[src/design/lpsw_pkg.sv]
// ---------------------------------------------------------------------------
// LCD pixel and span writer package
// Shared constants, register codes, sequencer states, the output beat type
// and the divide-by-six helper.
// ---------------------------------------------------------------------------
`default_nettype none

package lpsw_pkg;

	localparam int WIDTH_PIXELS_DEF = 240;

	localparam int CFG_IDX_W  = 1;
	localparam int CFG_DATA_W = 16;

	localparam logic [15:0] GRAPHICS_BASE_RST = 16'h0280;
	localparam logic [7:0]  ROW_BYTES_RST     = 8'd40;

	localparam logic [7:0] CMD_SET_ADDR   = 8'h24;
	localparam logic [7:0] CMD_AUTO_WRITE = 8'hB0;
	localparam logic [7:0] CMD_AUTO_RESET = 8'hB2;
	localparam logic [7:0] CMD_BIT_SET    = 8'hF8;
	localparam logic [7:0] CMD_BIT_CLEAR  = 8'hF0;
	localparam logic [7:0] MASK_START     = 8'h3F;
	localparam logic [7:0] BYTE_FULL      = 8'hFF;

	typedef enum logic [CFG_IDX_W-1:0] {
		REG_GRAPHICS_BASE = 1'b0,
		REG_ROW_BYTES     = 1'b1
	} cfg_reg_t;

	typedef enum logic [3:0] {
		ST_IDLE,
		ST_PREP,
		ST_MAC,
		ST_ADDQ,
		ST_ADDR_LO,
		ST_ADDR_HI,
		ST_SET_ADDR,
		ST_PIXEL,
		ST_AUTO_WRITE,
		ST_FIRST,
		ST_MID,
		ST_LAST_BYTE,
		ST_AUTO_RESET
	} seq_state_t;

	typedef struct packed {
		logic       is_command;
		logic [7:0] bus_byte;
		logic       last;
	} beat_t;

	typedef struct packed {
		logic [5:0] q;
		logic [2:0] r;
	} div6_t;

	// Quotient by multiplication with 171/1024, exact for every 8-bit value.
	function automatic div6_t div6(input logic [7:0] x);
		logic [17:0] prod;
		logic [8:0]  rem;
		div6_t       res;
		prod  = {10'd0, x} * 18'd171;
		res.q = prod[15:10];
		rem   = {1'b0, x} - ({3'd0, res.q} * 9'd6);
		res.r = rem[2:0];
		return res;
	endfunction

endpackage

`default_nettype wire

[src/design/lpsw_alu.sv]
// ---------------------------------------------------------------------------
// LCD pixel and span writer shared adder
// The single 16-bit adder that the sequencer uses for the address
// multiply-accumulate, the column offset and the column counter.
// ---------------------------------------------------------------------------
`default_nettype none

module lpsw_alu (
	input  wire logic [15:0] a,
	input  wire logic [15:0] b,
	output logic [15:0]      y
);

	assign y = a + b;

endmodule

`default_nettype wire

[src/design/lpsw_seq.sv]
// ---------------------------------------------------------------------------
// LCD pixel and span writer sequencer
// Captures a request, builds the display address with shift-and-add steps
// on the shared adder and then walks through the byte writes one per beat.
// ---------------------------------------------------------------------------
`default_nettype none

module lpsw_seq
	import lpsw_pkg::*;
#(
	parameter int WIDTH_PIXELS = WIDTH_PIXELS_DEF
) (
	input  wire logic        clk,
	input  wire logic        arst_n,
	input  wire logic        in_valid,
	output logic             in_ready,
	input  wire logic        action,
	input  wire logic [7:0]  x_start,
	input  wire logic [7:0]  x_end,
	input  wire logic [6:0]  row,
	input  wire logic        paint,
	input  wire logic [15:0] graphics_base,
	input  wire logic [7:0]  row_bytes,
	input  wire logic        slot_free,
	output logic             emit_valid,
	output beat_t            emit
);

	localparam logic [7:0] XMAX = 8'(WIDTH_PIXELS - 1);

	seq_state_t state_q, state_d;

	logic        action_q;
	logic        paint_q;
	logic [6:0]  row_q;
	logic [7:0]  xs_q;
	logic [7:0]  xe_q;
	logic [5:0]  qs_q;
	logic [2:0]  rs_q;
	logic [5:0]  qe_q;
	logic [2:0]  re_q;
	logic [15:0] acc_q;
	logic [5:0]  col_q;
	logic [2:0]  step_q;

	logic [7:0]  xs_c;
	logic [7:0]  xe_c;
	logic [7:0]  xe_ord;
	div6_t       ds;
	div6_t       de;
	logic [15:0] alu_a;
	logic [15:0] alu_b;
	logic [15:0] alu_y;
	logic        col_load;
	logic [7:0]  start_mask;
	logic [7:0]  end_mask;

	lpsw_alu u_alu (
		.a(alu_a),
		.b(alu_b),
		.y(alu_y)
	);

	assign xs_c       = (x_start > XMAX) ? XMAX : x_start;
	assign xe_c       = (x_end > XMAX) ? XMAX : x_end;
	assign xe_ord     = (xe_c < xs_c) ? xs_c : xe_c;
	assign ds         = div6(xs_q);
	assign de         = div6(xe_q);
	assign start_mask = MASK_START >> rs_q;
	assign end_mask   = BYTE_FULL << (3'd5 - re_q);
	assign in_ready   = (state_q == ST_IDLE);

	always_ff @(posedge clk or negedge arst_n) begin
		if (!arst_n) begin
			state_q <= ST_IDLE;
		end else begin
			state_q <= state_d;
		end
	end

	always_ff @(posedge clk) begin
		case (state_q)
			ST_IDLE: begin
				if (in_valid) begin
					action_q <= action;
					paint_q  <= paint;
					row_q    <= row;
					xs_q     <= xs_c;
					xe_q     <= xe_ord;
				end
			end
			ST_PREP: begin
				qs_q   <= ds.q;
				rs_q   <= ds.r;
				qe_q   <= de.q;
				re_q   <= de.r;
				acc_q  <= graphics_base;
				step_q <= 3'd0;
			end
			ST_MAC: begin
				acc_q  <= alu_y;
				step_q <= step_q + 3'd1;
			end
			ST_ADDQ: begin
				acc_q <= alu_y;
			end
			default: begin
				if (col_load) begin
					col_q <= alu_y[5:0];
				end
			end
		endcase
	end

	always_comb begin
		state_d    = state_q;
		emit_valid = 1'b0;
		emit       = '{is_command: 1'b0, bus_byte: 8'h00, last: 1'b0};
		alu_a      = acc_q;
		alu_b      = 16'd0;
		col_load   = 1'b0;
		case (state_q)
			ST_IDLE: begin
				if (in_valid) begin
					state_d = ST_PREP;
				end
			end
			ST_PREP: begin
				state_d = ST_MAC;
			end
			ST_MAC: begin
				alu_b = row_q[step_q] ? (16'(row_bytes) << step_q) : 16'd0;
				if (step_q == 3'd6) begin
					state_d = ST_ADDQ;
				end
			end
			ST_ADDQ: begin
				alu_b   = 16'(qs_q);
				state_d = ST_ADDR_LO;
			end
			ST_ADDR_LO: begin
				emit.bus_byte = acc_q[7:0];
				if (slot_free) begin
					emit_valid = 1'b1;
					state_d    = ST_ADDR_HI;
				end
			end
			ST_ADDR_HI: begin
				emit.bus_byte = acc_q[15:8];
				if (slot_free) begin
					emit_valid = 1'b1;
					state_d    = ST_SET_ADDR;
				end
			end
			ST_SET_ADDR: begin
				emit.is_command = 1'b1;
				emit.bus_byte   = CMD_SET_ADDR;
				if (slot_free) begin
					emit_valid = 1'b1;
					state_d    = action_q ? ST_AUTO_WRITE : ST_PIXEL;
				end
			end
			ST_PIXEL: begin
				emit.is_command = 1'b1;
				emit.bus_byte   = (paint_q ? CMD_BIT_SET : CMD_BIT_CLEAR)
					| {5'd0, 3'd5 - rs_q};
				emit.last       = 1'b1;
				if (slot_free) begin
					emit_valid = 1'b1;
					state_d    = ST_IDLE;
				end
			end
			ST_AUTO_WRITE: begin
				emit.is_command = 1'b1;
				emit.bus_byte   = CMD_AUTO_WRITE;
				if (slot_free) begin
					emit_valid = 1'b1;
					state_d    = ST_FIRST;
				end
			end
			ST_FIRST: begin
				alu_a = 16'(qs_q);
				alu_b = 16'd1;
				if (qs_q == qe_q) begin
					emit.bus_byte = start_mask & end_mask;
				end else begin
					emit.bus_byte = start_mask;
				end
				if (slot_free) begin
					emit_valid = 1'b1;
					col_load   = 1'b1;
					state_d    = (qs_q == qe_q) ? ST_AUTO_RESET : ST_MID;
				end
			end
			ST_MID: begin
				alu_a         = 16'(col_q);
				alu_b         = 16'd1;
				emit.bus_byte = BYTE_FULL;
				if (col_q < qe_q) begin
					if (slot_free) begin
						emit_valid = 1'b1;
						col_load   = 1'b1;
					end
				end else begin
					state_d = ST_LAST_BYTE;
				end
			end
			ST_LAST_BYTE: begin
				emit.bus_byte = end_mask;
				if (slot_free) begin
					emit_valid = 1'b1;
					state_d    = ST_AUTO_RESET;
				end
			end
			ST_AUTO_RESET: begin
				emit.is_command = 1'b1;
				emit.bus_byte   = CMD_AUTO_RESET;
				emit.last       = 1'b1;
				if (slot_free) begin
					emit_valid = 1'b1;
					state_d    = ST_IDLE;
				end
			end
			default: begin
				state_d = ST_IDLE;
			end
		endcase
	end

endmodule

`default_nettype wire

[src/design/lcd_pixel_and_span_writer_core.sv]
// ---------------------------------------------------------------------------
// LCD pixel and span writer
// Turns pixel and horizontal span requests into the byte writes of a graphic
// LCD controller with six pixels per display memory byte.
// ---------------------------------------------------------------------------
//
// Channel   Direction  Handshake            Payload
// request   in         in_valid / in_ready  action, x_start, x_end, row, paint
// writes    out        out_valid/out_ready  is_command, bus_byte, last
// config    in         cfg_we               cfg_index, cfg_wdata
//
// A request is accepted in an idle cycle and the address is then built in
// one step that splits the columns, seven shift-and-add steps on the shared
// adder and one step that adds the column. One beat per cycle follows while
// the output is not stalled: 4 for a pixel, 6 to 45 for a span, plus a step
// that emits no beat, after the middle bytes, for spans of more than one byte.
// in_ready is high only while the sequencer is idle. A stalled output holds
// the sequencer on its current beat. Reset loads the register defaults and
// empties the output register.
`default_nettype none

module lcd_pixel_and_span_writer_core
	import lpsw_pkg::*;
#(
	parameter int WIDTH_PIXELS = WIDTH_PIXELS_DEF
) (
	input  wire logic                  clk,
	input  wire logic                  arst_n,
	input  wire logic                  in_valid,
	output logic                       in_ready,
	input  wire logic                  action,
	input  wire logic [7:0]            x_start,
	input  wire logic [7:0]            x_end,
	input  wire logic [6:0]            row,
	input  wire logic                  paint,
	output logic                       out_valid,
	input  wire logic                  out_ready,
	output logic                       is_command,
	output logic [7:0]                 bus_byte,
	output logic                       last,
	input  wire logic                  cfg_we,
	input  wire logic [CFG_IDX_W-1:0]  cfg_index,
	input  wire logic [CFG_DATA_W-1:0] cfg_wdata
);

	logic [15:0] graphics_base_q;
	logic [7:0]  row_bytes_q;
	logic        out_valid_q;
	beat_t       out_beat_q;
	logic        slot_free;
	logic        emit_valid;
	beat_t       emit;

	always_ff @(posedge clk or negedge arst_n) begin
		if (!arst_n) begin
			graphics_base_q <= GRAPHICS_BASE_RST;
			row_bytes_q     <= ROW_BYTES_RST;
		end else if (cfg_we) begin
			case (cfg_reg_t'(cfg_index))
				REG_GRAPHICS_BASE: graphics_base_q <= cfg_wdata[15:0];
				REG_ROW_BYTES:     row_bytes_q     <= cfg_wdata[7:0];
				default: begin
				end
			endcase
		end
	end

	lpsw_seq #(
		.WIDTH_PIXELS(WIDTH_PIXELS)
	) u_seq (
		.clk          (clk),
		.arst_n       (arst_n),
		.in_valid     (in_valid),
		.in_ready     (in_ready),
		.action       (action),
		.x_start      (x_start),
		.x_end        (x_end),
		.row          (row),
		.paint        (paint),
		.graphics_base(graphics_base_q),
		.row_bytes    (row_bytes_q),
		.slot_free    (slot_free),
		.emit_valid   (emit_valid),
		.emit         (emit)
	);

	assign slot_free = !out_valid_q || out_ready;

	always_ff @(posedge clk or negedge arst_n) begin
		if (!arst_n) begin
			out_valid_q <= 1'b0;
		end else if (emit_valid) begin
			out_valid_q <= 1'b1;
		end else if (out_ready) begin
			out_valid_q <= 1'b0;
		end
	end

	always_ff @(posedge clk) begin
		if (emit_valid) begin
			out_beat_q <= emit;
		end
	end

	assign out_valid  = out_valid_q;
	assign is_command = out_beat_q.is_command;
	assign bus_byte   = out_beat_q.bus_byte;
	assign last       = out_beat_q.last;

endmodule

`default_nettype wire

[config.mk]
export PLATFORM = sky130hd
export DESIGN_NAME = lcd_pixel_and_span_writer_core
export DESIGN_NICKNAME = d
export VERILOG_FILES = /design/src/design/lpsw_pkg.sv /design/src/design/lpsw_alu.sv /design/src/design/lpsw_seq.sv /design/src/design/lcd_pixel_and_span_writer_core.sv
export SDC_FILE = /design/constraint.sdc
export NUM_CORES = 1
export LEC_CHECK = 0
export CORE_ASPECT_RATIO = 1.75
export CORE_UTILIZATION = 61
export CTS_BUF_LIST = sky130_fd_sc_hd__clkbuf_4 sky130_fd_sc_hd__clkbuf_8
export CTS_CLUSTER_DIAMETER = 100
export DETAILED_ROUTE_END_ITERATION = 6
export DONT_BUFFER_PORTS = 1
export PLACE_DENSITY = 0.82
export SYNTH_ARGS = -nofsm -noshare
export SYNTH_HDL_FRONTEND = slang
export SYNTH_SLANG_ARGS = --single-unit
[constraint.sdc]
create_clock -name clk -period 4.2 [get_ports clk]
set_clock_uncertainty 0.05 [all_clocks]
set_input_delay 0.63 -clock clk [delete_from_list [all_inputs] [get_ports clk]]
set_output_delay 0.63 -clock clk [all_outputs]
set_load 0.005 [all_outputs]
==> flow_results.org <==
** Timing
- Min Hold Slack :: roughly 0.27 ns
- Number of failing hold endpoints at the final stage :: 0
- Ratio of final minimum period to clock period :: 102%
- Setup repair after global routing could not meet its margin everywhere.
- Highest clock rate :: 0.233 GHz
- Counting I/O delays and the setup requirement, the final critical path takes 4.28 ns.
- Final slew viol count :: 0
- For the pin with the worst max-slew slack, the measured transition is 1.02 ns.
- Worst rel slew slack :: 32.0%
- Setup-violating endpoint count in the final report :: 1
- Setup slack on the critical path of the routed design comes to -0.0832 ns.

** Global routing
- GR Overflow Total :: 0
- Via count of the first global-routing pass :: about 7.1k
- For this run, the total global-route usage over all layers was measured as a little under a third.
- Entering global routing, the biggest net connects 29 pins.
- Global-route wire length before repair :: 34400 µm
- Antenna violations before repair :: 0

** Final layout
- Leaving out fill and tap cells, the most frequent cells in the layout are sky130_fd_sc_hd__ha_1 (113), sky130_fd_sc_hd__inv_1 (89), sky130_fd_sc_hd__nand2_1 (81), sky130_fd_sc_hd__edfxtp_1 (78), sky130_fd_sc_hd__nor2_1 (61).
- Of the cells placed in the final design, the portion with a size suffix greater than 1 is 13.5%.
- The number of antenna diodes in the final layout is 0.
- Summing all multi-input logic gate instances after layout gives 5200 µm².
- Total of fill cells in the finished design :: around 1.1k
- Summing all non-filler instances in the final layout gives an area of 9350 µm².
- Most common cell after layout, fill and taps aside :: sky130_fd_sc_hd__ha_1
- Layout Nets :: 1072
- Across the whole layout, storage elements account for 3070 µm².
- The area growth from synthesis to layout is 7.22%.

** Synthesis
- Yosys reg bits :: 107
- Post-Syn Area :: 8720 µm²
- Post-synth net total :: 1063
- Share of the yosys chip area belonging to registers :: 35.2%
- For this run, asynchronously set or reset flops after synthesis account for roughly 27%.
- Yosys printed 0 warnings.
- Synthesis produced a netlist whose cell count is 874.
- EDFF count, synth :: 78
- Mean instance size in the synthesized netlist :: 9.98 µm²
- Most used DFF post-synth :: sky130_fd_sc_hd__edfxtp_1
- Synth cell types :: 83

** Floorplanning
- In this run the standard cell core region covers about 14000 µm².
- The floorplan has 57 rows.
- The die covers between 10000 and 15000 µm².
- Die extent in y :: 160 µm
- Once the floorplan was initialized, standard cells occupied 62.7% of the core.
- Top-Level Pins :: 59
- The die is 92.4 µm wide.

** Power
- For this design the ratio of total power to cell area is 854 nW/µm².
- Standby leakage power :: 4.10 nW
- Maximum VDD drop :: roughly 0.0004 V
- Power, Total :: 7.99 mW

** Critical path
- Data arrives at the worst endpoint at 4.37 ns.
- Worst reg2reg path startpoint :: u_seq.xs_q[1]
- Maximum net fanout on the critical path :: 2
- The setup path with the least slack is of type register to register.
- The worst setup path is launched from a register.
- CP startpoint :: u_seq.xs_q[1]
- STA classifies the critical path endpoint as a register.
- Data on the critical path is required at its endpoint by about 4.3 ns.

** CTS
- The H-tree was split into 3 levels.
- Clock tree from TritonCTS :: done
- After clock tree synthesis, the clock-pin slew on the worst setup and hold paths is 0.11 ns.
- Clock Path Buffers :: 2
- The tree is rooted in a sky130_fd_sc_hd__clkbuf_8.
- Number of buffers created by CTS :: 9
- The clock net in this run drives a total of 107 sinks.
- Clock latency on the worst-skew pair :: ~0.4 ns

** Run
- Max-cap viol count :: 0

** Outcome
- Violated checks :: setup timing
- The run finished, with violations left.

** Placement
- In this run the cell area measured after placement is 8990 µm².
- Port Buffer Count :: 0
- Final weighted congestion of routability-driven global placement :: about 0.96
- Detailed Place HPWL :: 16400 µm
- Setup WS pre-CTS :: -0.134 ns

** Routing
- For this block, the initial DRC count from the detailed router was 402.
- The routed design has approximately 21000 µm of wire.
- Routed len/inst :: 20.0 µm
- The detailed router placed 6743 vias in this run.
- First drt pass iteration count :: 5
- Average via count per standard cell :: approximately 6.3
- Number of DRC violations after detailed routing :: 0
- Remaining number of nets flagged by the antenna check after routing :: 0

** Worst hold path
- Hold Path Origin :: row[1]
- Class of the tightest hold or removal check :: input port to register
-- report_power, final --
group | switching [mW] | internal, mW
clock network | 0.398 | 0.349
logic | 2.92 | 2.18
registers | 0.322 | 1.82
total | 3.64 | 4.35
-- stage by stage --
| step | utilization, % | std cells | TNS, ns |
|---|---|---|---|
| final | 67.2 | 1065 | -0.0832 |
| after global routing | 67.2 | 1065 | -0.385 |
| after CTS | 66.8 | 1063 | -0.109 |
| after detailed placement | 64.7 | 1043 | -0.263 |
| after global placement | 64.7 | 1043 | 0 |
| after floorplan | - | 874 | 0 |
-- critical path, cell delays in order, from the launching register on --
cell,delay (ns)
sky130_fd_sc_hd__edfxtp_1,0.40
sky130_fd_sc_hd__ha_1,0.34
sky130_fd_sc_hd__fa_1,0.47
sky130_fd_sc_hd__fa_1,0.53
sky130_fd_sc_hd__inv_2,0.05
sky130_fd_sc_hd__fa_1,0.52
sky130_fd_sc_hd__inv_1,0.04
sky130_fd_sc_hd__ha_1,0.26
sky130_fd_sc_hd__o21ai_1,0.07
sky130_fd_sc_hd__a211o_1,0.24
sky130_fd_sc_hd__o21bai_1,0.22
sky130_fd_sc_hd__xor2_1,0.21
sky130_fd_sc_hd__ha_2,0.21
sky130_fd_sc_hd__xor2_1,0.18
sky130_fd_sc_hd__xnor2_1,0.16
sky130_fd_sc_hd__xnor2_1,0.10
-- logic make-up (layout without fill, tap and decap cells) --
logic type | count (synthesis) | count (layout) | share of synthesized area (%)
xor+xnor | 29 | 29 | 2.91
compound gates | 181 | 181 | 14.4
flops | 107 | 107 | 35.2
mux | 45 | 45 | 5.77
simple gates | 240 | 240 | 13.2
buf+inv | 129 | 143 | 5.87
fa+ha+maj | 142 | 142 | 22.5
other cells | 1 | 1 | 0.0430
-- Yosys cell counts, drive strengths merged (9+ instances only) --
cell type / instances / share of area [%]
and2: 12 / 0.86
mux2i: 12 / 1.4
dfrtp: 25 / 7.2
xor2: 10 / 1.0
inv: 94 / 4.0
fa: 25 / 5.7
xnor2: 19 / 1.9
mux2: 32 / 4.1
clkbuf: 23 / 0.99
buf: 12 / 0.83
a21oi: 37 / 2.2
nand3: 18 / 1.1
ha: 117 / 17
nor2: 63 / 2.7
o21a: 9 / 0.79
nor3: 16 / 0.92
nand2: 82 / 3.6
o211ai: 9 / 0.83
edfxtp: 78 / 27
o21ai: 49 / 2.9
a22oi: 11 / 0.95
-- final cells by class --
type	count	share of cell area, %
Multi-Input combinational cell	638	55.7
Sequential cell	107	32.9
Inverter	94	3.77
Timing Repair Buffer	33	2.84
Tap cell	177	2.37
Clock buffer	9	1.32
Clock inverter	7	1.15
-- worst paths after layout --
kind / endpoint / slack, ns / cells past startpoint
max in group asynchronous: graphics_base_q[3] / 3.29 / 2
min reg2reg: graphics_base_q[2] / 0.47 / 1
min: u_seq.row_q[1] / 0.27 / 0
max: u_seq.rs_q[2] / -0.08 / 15
min in group asynchronous: row_bytes_q[7] / 0.65 / 2
max reg2reg: u_seq.rs_q[2] / -0.08 / 15
-- layer usage --
layer  part of all wire [%]  GRT usage [%]
met1                     33           29.5
met4                    7.0           20.1
met2                     56           57.8
met3                    4.4           4.90
met5                      0              0
-- flip-flops by register name, indices dropped and copies added, names as in the netlist, 3 cells and up --
name	flops
graphics_base_q	16
u_seq.acc_q	16
bus_byte	8
row_bytes_q	8
u_seq.xe_q	8
u_seq.xs_q	8
u_seq.row_q	7
u_seq.col_q	6
u_seq.qe_q	6
u_seq.qs_q	6
u_seq.state_q	4
u_seq.re_q	3
u_seq.rs_q	3
u_seq.step_q	3
-- timing repair --
item | 4_1_cts | 5_1_grt
hold buffers | 2 | 1
endpoints found under the setup margin | 2 | 8
setup buffers | 2 | 1
endpoints found under the hold margin | 25 | 4
pin swaps | 17 | 10
resized for setup | 6 | 7
(Power assumes the default switching activity.)
